`src/hw/rtl/wrt_pkg.sv`:
```
// Shared types and constants for the word range tokenizer.
// No dependencies; imported by every module of the block.
package wrt_pkg;

  // Default text capacity in code units.
  localparam longint unsigned WRT_MAX_TEXT_UNITS = 64'd65536;

  // Field widths fixed by the stream format.
  localparam int CODE_W  = 16;
  localparam int START_W = 16;
  localparam int LEN_W   = 17;

  // Joiner code units.
  localparam logic [CODE_W-1:0] APOSTROPHE_UNIT = 16'h0027;
  localparam logic [CODE_W-1:0] HYPHEN_UNIT     = 16'h002D;

  // One finished word as it travels from the front end to the back end.
  // Both bounds are kept modulo 2**LEN_W, which is enough for the wrapped
  // start and length on the output.
  typedef struct packed {
    logic [LEN_W-1:0] span_end;
    logic [LEN_W-1:0] span_begin;
  } word_span_t;

endpackage

```
`src/hw/rtl/wrt_front.sv`:
```
// Front end of the word range tokenizer: accepts code units, tracks words.
// Depends on wrt_pkg; pushes finished word spans into wrt_queue.
module wrt_front #(
  parameter longint unsigned MAX_TEXT_UNITS = wrt_pkg::WRT_MAX_TEXT_UNITS
) (
  input  logic                       clk,
  input  logic                       rst,
  input  logic                       accept,
  input  logic [wrt_pkg::CODE_W-1:0] code_unit,
  input  logic                       is_alnum,
  input  logic                       last_unit,
  output logic                       push,
  output wrt_pkg::word_span_t        push_span
);
  import wrt_pkg::*;

  localparam int POS_W = $clog2(MAX_TEXT_UNITS + 64'd1);
  localparam logic [POS_W-1:0] CAP = MAX_TEXT_UNITS[POS_W-1:0];
  localparam logic [POS_W-1:0] ONE = {{(POS_W-1){1'b0}}, 1'b1};

  logic             inside_word, inside_word_next;
  logic             joiner_pending, joiner_pending_next;
  logic [POS_W-1:0] current_word_start, current_word_start_next;
  logic [POS_W-1:0] position, position_next;
  logic             emit;
  logic [POS_W-1:0] emit_end;
  logic [POS_W-1:0] emit_begin;
  logic             joiner;
  logic [POS_W+LEN_W-1:0] end_ext, begin_ext;

  assign joiner = (code_unit == APOSTROPHE_UNIT) || (code_unit == HYPHEN_UNIT);

  always_comb begin
    inside_word_next        = inside_word;
    joiner_pending_next     = joiner_pending;
    current_word_start_next = current_word_start;
    position_next           = position;
    emit                    = 1'b0;
    emit_end                = position;
    emit_begin              = current_word_start;
    if (position < CAP) begin
      if (is_alnum) begin
        if (!inside_word) begin
          inside_word_next        = 1'b1;
          current_word_start_next = position;
        end
        joiner_pending_next = 1'b0;
      end else if (joiner) begin
        if (inside_word) begin
          if (joiner_pending) begin
            // Two joiners in a row: the word ends before the first one.
            emit                = 1'b1;
            emit_end            = position - ONE;
            inside_word_next    = 1'b0;
            joiner_pending_next = 1'b0;
          end else begin
            joiner_pending_next = 1'b1;
          end
        end
      end else if (inside_word) begin
        emit                = 1'b1;
        emit_end            = position - {{(POS_W-1){1'b0}}, joiner_pending};
        inside_word_next    = 1'b0;
        joiner_pending_next = 1'b0;
      end
      position_next = position + ONE;
    end
    if (last_unit) begin
      // The start of a word that this beat opens is only known here.
      emit_begin = current_word_start_next;
      if (inside_word_next && !emit) begin
        emit     = 1'b1;
        emit_end = position_next - {{(POS_W-1){1'b0}}, joiner_pending_next};
      end
      inside_word_next        = 1'b0;
      joiner_pending_next     = 1'b0;
      current_word_start_next = '0;
      position_next           = '0;
    end
  end

  // Bounds wrap to the span width; zero extension covers small capacities.
  assign end_ext   = {{LEN_W{1'b0}}, emit_end};
  assign begin_ext = {{LEN_W{1'b0}}, emit_begin};

  assign push                 = accept && emit;
  assign push_span.span_end   = end_ext[LEN_W-1:0];
  assign push_span.span_begin = begin_ext[LEN_W-1:0];

  always_ff @(posedge clk) begin
    if (rst) begin
      inside_word        <= 1'b0;
      joiner_pending     <= 1'b0;
      current_word_start <= '0;
      position           <= '0;
    end else if (accept) begin
      inside_word        <= inside_word_next;
      joiner_pending     <= joiner_pending_next;
      current_word_start <= current_word_start_next;
      position           <= position_next;
    end
  end

endmodule

```
`src/hw/rtl/wrt_queue.sv`:
```
// Two-entry queue of word spans between the front and back ends.
// Depends on wrt_pkg for the span type.
module wrt_queue (
  input  logic                clk,
  input  logic                rst,
  input  logic                push,
  input  wrt_pkg::word_span_t push_span,
  input  logic                pop,
  output logic                full,
  output logic                not_empty,
  output wrt_pkg::word_span_t head_span
);
  import wrt_pkg::*;

  word_span_t  mem [2];
  logic        wr_ptr;
  logic        rd_ptr;
  logic [1:0]  count;
  logic        do_push, do_pop;

  assign full      = (count == 2'd2);
  assign not_empty = (count != 2'd0);
  assign head_span = mem[rd_ptr];
  assign do_push   = push && !full;
  assign do_pop    = pop && not_empty;

  always_ff @(posedge clk) begin
    if (do_push) begin
      mem[wr_ptr] <= push_span;
    end
  end

  always_ff @(posedge clk) begin
    if (rst) begin
      wr_ptr <= 1'b0;
      rd_ptr <= 1'b0;
      count  <= 2'd0;
    end else begin
      if (do_push) begin
        wr_ptr <= ~wr_ptr;
      end
      if (do_pop) begin
        rd_ptr <= ~rd_ptr;
      end
      case ({do_push, do_pop})
        2'b10:   count <= count + 2'd1;
        2'b01:   count <= count - 2'd1;
        default: count <= count;
      endcase
    end
  end

endmodule

```
`src/hw/rtl/wrt_back.sv`:
```
// Back end of the word range tokenizer: turns spans into start and length.
// Depends on wrt_pkg; drains wrt_queue into a registered output beat.
module wrt_back (
  input  logic                        clk,
  input  logic                        rst,
  input  logic                        span_valid,
  input  wrt_pkg::word_span_t         span,
  output logic                        pop,
  output logic                        out_valid,
  input  logic                        out_ready,
  output logic [wrt_pkg::START_W-1:0] word_start,
  output logic [wrt_pkg::LEN_W-1:0]   word_length
);
  import wrt_pkg::*;

  logic load;

  assign load = span_valid && (!out_valid || out_ready);
  assign pop  = load;

  always_ff @(posedge clk) begin
    if (rst) begin
      out_valid <= 1'b0;
    end else if (load) begin
      out_valid <= 1'b1;
    end else if (out_ready) begin
      out_valid <= 1'b0;
    end
  end

  always_ff @(posedge clk) begin
    if (load) begin
      word_start  <= span.span_begin[START_W-1:0];
      word_length <= span.span_end - span.span_begin;
    end
  end

endmodule

```
`src/hw/rtl/word_range_tokenizer.sv`:
```
// Word range tokenizer: one code unit per beat in, one word range per beat out.
// A word's range passes through the span queue and is registered in the back end before it appears on the output.
// Throughput: one input beat per cycle; the front end stalls only when the two-entry
// span queue is full, which happens only when the output side is backpressured.
// Reset (rst, synchronous, active high) clears word state, position, the queue and the output valid flag.
// Depends on wrt_pkg, wrt_front, wrt_queue and wrt_back.
module word_range_tokenizer #(
  parameter longint unsigned MAX_TEXT_UNITS = wrt_pkg::WRT_MAX_TEXT_UNITS
) (
  input  logic        clk,
  input  logic        rst,
  // Input stream of code units.
  input  logic        s_axis_tvalid,
  output logic        s_axis_tready,
  input  logic [15:0] s_axis_tdata,   // [15:0] code_unit
  input  logic        s_axis_tuser,   // [0] is_alnum
  input  logic        s_axis_tlast,   // last_unit
  // Output stream of word ranges.
  output logic        m_axis_tvalid,
  input  logic        m_axis_tready,
  output logic [39:0] m_axis_tdata    // [15:0] word_start, [32:16] word_length, rest zero
);
  import wrt_pkg::*;

  logic                accept;
  logic                push;
  word_span_t          push_span;
  logic                queue_full;
  logic                queue_not_empty;
  word_span_t          head_span;
  logic                pop;
  logic [START_W-1:0]  word_start;
  logic [LEN_W-1:0]    word_length;

  // The front end takes a beat whenever the queue can hold the span it may produce.
  // Beats that close no word pass through the front end without touching the queue.
  assign s_axis_tready = !queue_full;
  assign accept        = s_axis_tvalid && s_axis_tready;

  wrt_front #(
    .MAX_TEXT_UNITS (MAX_TEXT_UNITS)
  ) u_front (
    .clk       (clk),
    .rst       (rst),
    .accept    (accept),
    .code_unit (s_axis_tdata[CODE_W-1:0]),
    .is_alnum  (s_axis_tuser),
    .last_unit (s_axis_tlast),
    .push      (push),
    .push_span (push_span)
  );

  // The queue decouples the front end from output backpressure.
  wrt_queue u_queue (
    .clk       (clk),
    .rst       (rst),
    .push      (push),
    .push_span (push_span),
    .pop       (pop),
    .full      (queue_full),
    .not_empty (queue_not_empty),
    .head_span (head_span)
  );

  // The back end computes the length and holds the output beat until it is taken.
  wrt_back u_back (
    .clk         (clk),
    .rst         (rst),
    .span_valid  (queue_not_empty),
    .span        (head_span),
    .pop         (pop),
    .out_valid   (m_axis_tvalid),
    .out_ready   (m_axis_tready),
    .word_start  (word_start),
    .word_length (word_length)
  );

  assign m_axis_tdata = {7'b0, word_length, word_start};

endmodule
```
`config.mk`:
```
export PLATFORM = sky130hd
export DESIGN_NAME = word_range_tokenizer
export DESIGN_NICKNAME = d
export VERILOG_FILES = /design/src/hw/rtl/wrt_pkg.sv /design/src/hw/rtl/wrt_front.sv /design/src/hw/rtl/wrt_queue.sv /design/src/hw/rtl/wrt_back.sv /design/src/hw/rtl/word_range_tokenizer.sv
export SDC_FILE = /design/constraint.sdc
export NUM_CORES = 1
export LEC_CHECK = 0
export ABC_CLOCK_PERIOD_IN_PS = 4300
export BUFFER_PORTS_ARGS = -buffer_cell sky130_fd_sc_hd__buf_2
export CAP_MARGIN = 10
export CORE_UTILIZATION = 51
export DETAILED_ROUTE_END_ITERATION = 16
export GPL_TIMING_DRIVEN = 0
export PLACE_DENSITY = 0.72
export SYNTH_ARGS = -nofsm -noshare
export SYNTH_HDL_FRONTEND = slang
export SYNTH_HIERARCHICAL = 1
export SYNTH_SLANG_ARGS = --single-unit
```
`constraint.sdc`:
```
create_clock -name clk -period 4.3 [get_ports clk]
set_input_delay 0.645 -clock clk [delete_from_list [all_inputs] [get_ports clk]]
set_output_delay 0.645 -clock clk [all_outputs]
set_load 0.02 [all_outputs]
```
==> results.md, run 1 <==
- Status: complete, no violations
- Number of global-route vias before repair: 5561
- Unique masters post-synth: 77
- DR WL/cell: 17.9 um
- Die span in y: 126 um
- Ant diodes: 0
- Seq pwr share: 44.7%
- Setup bufs post-CTS: 0
- First-pass GRT wire length: 28.8 mm
- Total congestion overflow: 0
- Gate power share: 13.0%
- Max IR drop VDD: 0.289 mV
- Slowest CP cell: nor4_1
- Core area: 14800 um^2
- Post-synth top area cell: edfxtp_1
- Via density: 5.84
- Synth area leaders: edfxtp_1 (39%), dfxtp_1 (11%), mux2_2 (5.2%)
- Hold wc startpoint: u_front/current_word_start[16]
- Synth top area share: 38.6%
- Worst Path Max Fanout: 10
- R2R cell count: 12
- TritonCTS Buffers: 17
- Setup TNS: 0 ns
- Cells after Synth: 721
- Initial Util: 53.2%
- Critical Path AT: 3.98 ns
- Count of final hold-check violations: 0
- Leakage power: 3.54 nW
- Clock share of power: 42.3%
- Pre-Repair DR Iteration Count: 7
- Worst r2r src: u_front/inside_word
- Largest net degree at the start of global routing: 35
- Worst-path clk slew: 0.06 ns
- Clock Path Buffers: 2
- Remaining DRCs: 0
- GRT Overall Usage: 23.5%
- Post-synth EDFFs: 101
- Cell Area, Synth: 7850 um^2
- Peak per-stage delay on the critical path: 0.74 ns
- Hold path depth: 1
- Worst-Margin Slew: 1.18 ns
- Root Buffer: clkbuf_16
- Port bufs: 56
- Mean Syn Cell Area: 10.9 um^2
- Seq/Total Area, Yosys: 49.3%
- Ys async rst share: 0%
- Routed Antenna Nets: 0
- Post_cts resized: 0
- Final Setup Violations: 0
- Crit path launch: u_front/inside_word
- Cell Int Power: 0.00263 W
- Slew HR: 20.8%
- RSZ-0062 raised after global routing: no
- Count leader, synth: edfxtp_1
- Sw Pwr: 0.000871 W
- Pwr dens: 387 nW/um^2
- Prevailing post-synth register cell: edfxtp_1
- Core Util, Final: 61.2%
- Nets: 853
- Worst setup SP type: register
- Skew-Pair Late Insertion Delay: 0.42 ns
- Layout cell share with drive strength beyond 1: 21.4%
- Max Slew Vio Count: 0
- # hold bufs at CTS: 0
- Synthesized flop and latch total: 143
- Max Cap Viol: 0
- Required @ worst endpoint: 4.43 ns
- Synth warnings: 6
- Achievable frequency: 260 MHz
- Final min period: 3.85 ns
- Vias: 5839
- H-tree depth: 4
- Routed wire length: 17.9 mm
- Die area: 15900 um^2
- Clock skew: 0.00900 ns
- Iteration-0 DRC Markers: 474
- Tcrit/Tclk final: 89.5%
- # fillers: 1212
- WS Path Type: register to register
- Hold Path Class: register to register
- Area Growth Syn to Fin: 15.1%
- CTS Sinks: 143
- Final HPWL DP: 12.8 mm
- Area of the multi-input gates: 3620 um^2
- # rows: 44
- Boundary Pins: 64
- Post-synth top cells: edfxtp_1 (101), nor2_1 (61), dfxtp_1 (42), inv_1 (38), nand2_1 (37)
- Gpl congestion: 0.921
- Sw Ratio: 24.9%
- CTS tree: yes
- CP Cell Sequence: clkbuf_1 -> inv_1 -> ha_1 -> nor3_1 -> a21oi_1 -> o22ai_1 -> ha_1 -> nand2_1 -> nor4_1 -> nand4_1 -> xor2_1 -> a21oi_1
- Nature of the critical path endpoint: register
- Sequential Area: 3870 um^2
- Initial antenna violation count: 0
- Die Width: 126 um
-- sequential cells by signal, indices dropped and copies added, names as in the netlist, named ones only --
signal                      flops
u_queue/mem                    68
u_back/word_length             17
u_front/current_word_start     17
u_front/position               17
u_back/word_start              16
u_queue/count                   2
u_back/out_valid                1
u_front/inside_word             1
u_front/joiner_pending          1
u_queue/rd_ptr                  1
u_queue/wr_ptr                  1
-- per-stage QoR --
| stage | instance area, um^2 | power (W) | setup slack, ns | cells | hold slack (ns) |
|---|---|---|---|---|---|
| floorplan | 7880 | 0.00191 | 0.878 | 727 | 0.421 |
| global placement | 8390 | 0.00202 | 0.168 | 967 | 0.437 |
| detailed placement | 8450 | 0.00204 | 0.416 | 969 | 0.445 |
| CTS | 9040 | 0.00352 | 0.575 | 1000 | 0.460 |
| global route | 9040 | 0.00362 | 0.264 | 1000 | 0.487 |
| finish | 9040 | 0.00350 | 0.453 | 1000 | 0.458 |
-- power by group through the flow --
stage | combinational [W] | sequential [W] | clock (W)
6_report | 0.000454 | 0.00156 | 0.00148
5_1_grt | 0.000494 | 0.00157 | 0.00156
4_1_cts | 0.000451 | 0.00156 | 0.00151
3_5_place_dp | 0.000447 | 0.00159 | 0
3_3_place_gp | 0.000420 | 0.00160 | 0
2_1_floorplan | 0.000269 | 0.00164 | 0
-- worst paths after layout --
path	end	slack, ns
max reg2reg	u_queue/mem[0][31]	0.45
min	u_front/current_word_start[16]	0.46
max	u_queue/mem[0][31]	0.45
min reg2reg	u_front/current_word_start[16]	0.46
-- worst max-delay path: cells and delay by family (launching register included) --
kind / cells / cell delay (ns)
AOI/OAI and AO/OA: 3 / 0.54
and+or+nand+nor: 4 / 1.35
adders and majority gates: 2 / 0.59
xor gates and xnor gates: 1 / 0.20
buffers and inverters: 2 / 0.51
DFF: 1 / 0.37
-- cells in the final DEF, fill, tap and decap left out, types with 28 or more instances in the layout --
master    instances
mux2_2           36
dfxtp_1          42
inv_1            38
o21ai_0          28
nand2_1          37
a21oi_1          35
buf_2            69
edfxtp_1        101
nor2_1           61
xnor2_1          28
-- kinds of logic (layout without fill, tap and decap cells) --
logic type,after synthesis,after routing,synth area share (%)
mux,58,58,8.21
compound gates,147,147,12.6
buf+inv,85,174,4.96
fa+ha+maj,27,27,4.40
simple gates,209,209,14.6
xor+xnor,51,51,5.88
flops,143,143,49.3
other cells,1,7,0.0478
-- cell type report --
type,count,share of cell area [%]
sequential,143,42.9
timing repair buffer,58,3.63
clock buffer,18,4.75
multi-input combinational,499,40.1
buffer,46,2.69
clock inverter,13,1.79
tap,184,2.55
inverter,39,1.62
-- routing by layer --
layer / wire length, um / share of wire (%) / vias to the layer above / track usage [%]
li1: - / - / 2805 / -
met1: 7980 / 45 / 2786 / 30.0
met2: 8650 / 48 / 212 / 39.2
met3: 832 / 4.7 / 36 / 4.38
met4: 418 / 2.3 / 0 / 9.78
met5: 0 / 0 / - / 0
(Power assumes the default switching activity.)
==> inputs of run 2 (changes only) <==
--- a/config.mk
+++ b/config.mk
@@ -8,10 +8,12 @@
 export ABC_CLOCK_PERIOD_IN_PS = 4300
 export BUFFER_PORTS_ARGS = -buffer_cell sky130_fd_sc_hd__buf_2
 export CAP_MARGIN = 10
-export CORE_UTILIZATION = 51
+export CELL_PAD_IN_SITES_DETAIL_PLACEMENT = 1
+export CELL_PAD_IN_SITES_GLOBAL_PLACEMENT = 1
+export CORE_UTILIZATION = 44
 export DETAILED_ROUTE_END_ITERATION = 16
 export GPL_TIMING_DRIVEN = 0
-export PLACE_DENSITY = 0.72
+export PLACE_DENSITY_LB_ADDON = 0.1
 export SYNTH_ARGS = -nofsm -noshare
 export SYNTH_HDL_FRONTEND = slang
 export SYNTH_HIERARCHICAL = 1
==> results.md, run 2 (synthesis gave the netlist of run 1 again) <==
- Status: complete, no violations
- Leakage power: 3.57 nW (+0.81%)
- Uppermost layer routed: met4
- Post_cts resized: 0 (unchanged)
- Achievable frequency: 259 MHz (-0.56%)
- DR WL/cell: 19.2 um (+7.1%)
- CTS tree: yes
- Nets: 854 (+0.12%)
- Core Util, Final: 52.6% (-8.7 points)
- Clock Path Buffers: 2 (unchanged)
- Nature of the critical path endpoint: register
- Worst setup SP type: register
- M1 wire length: 8.86 mm (+11%)
- Routed wl met2: 10.3 mm (+19%)
- Number of global-route vias before repair: 6105 (+9.8%)
- Critical Path AT: 4.00 ns (+0.02 ns)
- Layout cell share with drive strength beyond 1: 21.8% (+0.31 points)
- Skew-Pair Late Insertion Delay: 0.43 ns (about the same)
- Hold Path Class: register to register
- Die area: 18400 um^2 (+16%)
- Largest Register: u_queue/mem
- Tcrit/Tclk final: 90.0% (+0.50 points)
- Max Cap Viol: 0 (unchanged)
- Port bufs: 56 (unchanged)
- Total congestion overflow: 0 (unchanged)
- First-pass GRT wire length: 32.3 mm (+12%)
- CTS Sinks: 143 (unchanged)
- Routed Antenna Nets: 0 (unchanged)
- Setup TNS: 0 ns (unchanged)
- Die Width: 136 um (+7.5%)
- Count of final hold-check violations: 0 (unchanged)
- Largest register FFs: 68 (unchanged)
- Initial Util: 45.2% (-8.0 points)
- Final HPWL DP: 14.9 mm (+16%)
- Setup bufs post-CTS: 0 (unchanged)
- Slew HR: 18.7% (-2.1 points)
- Final Setup Violations: 0 (unchanged)
- Clock skew: 0.00879 ns (-0.000215 ns)
- GRT Overall Usage: 22.9% (-0.54 points)
- # rows: 48 (+9.1%)
- WS Path Type: register to register
- Core area: 17400 um^2 (+18%)
- Pwr dens: 394 nW/um^2 (+1.7%)
- Worst-path clk slew: 0.06 ns (about the same)
- Vias: 5865 (+0.45%)
- RSZ-0062 raised after global routing: no
- Peak per-stage delay on the critical path: 0.73 ns (about the same)
- Via density: 5.62 (-3.7%)
- Most frequent CP cell: ha_1
- Max Slew Vio Count: 0 (unchanged)
- Commonest cells after routing, fill and taps aside: edfxtp_1 (101), buf_2 (70), nor2_1 (61)
- Worst-Margin Slew: 1.21 ns (+0.0290 ns)
- Slowest CP cell: nor4_1
- Die span in y: 136 um (+7.5%)
- Max IR drop VDD: 0.265 mV (-8.2%)
- # hold bufs at CTS: 0 (unchanged)
- Commonest non-fill, non-tap cell in the layout: edfxtp_1
- Root Buffer: clkbuf_16
- Iteration-0 DRC Markers: 191 (-60%)
- Area Growth Syn to Fin: 16.2%
- Largest net degree at the start of global routing: 35 (unchanged)
- Hold Slack: 0.470 ns (+0.0121 ns)
- H-tree depth: 4 (unchanged)
- Final min period: 3.87 ns (+0.0217 ns)
- Remaining DRCs: 0 (unchanged)
- Required @ worst endpoint: 4.43 ns (about the same)
- Pre-Repair DR Iteration Count: 5 (-2)
- Routed wire length: 20.0 mm (+12%)
- Worst Path Max Fanout: 10 (unchanged)
- CP Cell Sequence: clkbuf_1 -> inv_1 -> ha_1 -> nor3_1 -> a21oi_1 -> o22ai_1 -> ha_1 -> nand2_1 -> nor4_1 -> nand3_1 -> xnor2_1 -> mux2i_1
- Ant diodes: 0 (unchanged)
- Wire length on met3: 492 um (-41%)
- Initial antenna violation count: 0 (unchanged)
- Boundary Pins: 64 (unchanged)
- Gpl congestion: 0.866 (-6.0%)
- TritonCTS Buffers: 17 (unchanged)
- # fillers: 1915 (+58%)
[run 2: cell types whose count changed in the layout (fill, tap and decap cells not counted)]
cell | previous run | this run
bufinv_16 | 3 | 4
clkinv_2 | 1 | 3
clkinv_4 | 2 | 3
clkbuf_1 | 20 | 21
clkinv_1 | 2 | 0
clkinvlp_4 | 2 | 0
buf_2 | 69 | 70
[run 2: area by class of cell]
cell class	instances	area [um^2]	share of cell area (%)
Clock buffer	19	433	4.75
Tap cell	225	282	3.09
Sequential cell	143	3870	42.5
Buffer	46	243	2.66
Clock inverter	13	188	2.06
Timing Repair Buffer	59	333	3.65
Multi-Input combinational cell	499	3620	39.7
Inverter	39	146	1.60
[run 2: routing by layer]
| layer | global-route usage (%) | vias up |
|---|---|---|
| met5 | 0 | - |
| met4 | 6.87 | 0 |
| met3 | 4.12 | 28 |
| met2 | 41.2 | 107 |
| met1 | 27.7 | 2929 |
| li1 | - | 2801 |
[run 2: per-stage QoR]
stage                     power, W  instance area [um^2]  std cells  setup slack (ns)
final                      0.00359                  9120       1043             0.432
after global routing       0.00372                  9120       1043             0.253
after CTS                  0.00362                  9120       1042             0.550
after detailed placement   0.00205                  8500       1010             0.370
after global placement     0.00202                  8440       1008            0.0971
after floorplan            0.00191                  7880        727             0.878
[run 2: path summary, 6_finish.rpt]
check / startpoint / endpoint / depth (start not counted) / slack [ns]
worst min-delay path: u_front/current_word_start[16] / u_front/current_word_start[16] / 1 / 0.47
worst max register to register: u_front/inside_word / u_queue/mem[0][29] / 12 / 0.43
worst max-delay path: u_front/inside_word / u_queue/mem[0][29] / 12 / 0.43
worst min register to register: u_front/current_word_start[16] / u_front/current_word_start[16] / 1 / 0.47
[run 2: critical path, delay by kind of cell, from the launching register on]
kind,cells,cell delay [ns]
compound gates,2,0.35
xor+xnor,1,0.22
fa+ha+maj,2,0.57
buf+inv,2,0.57
flops,1,0.39
mux,1,0.15
simple gates,4,1.32
[run 2: power by group]
group	internal, W	switching (W)
Combinational	0.000170	0.000294
Clock	0.000976	0.000589
Sequential	0.00155	0.0000164
Total	0.00269	0.000899
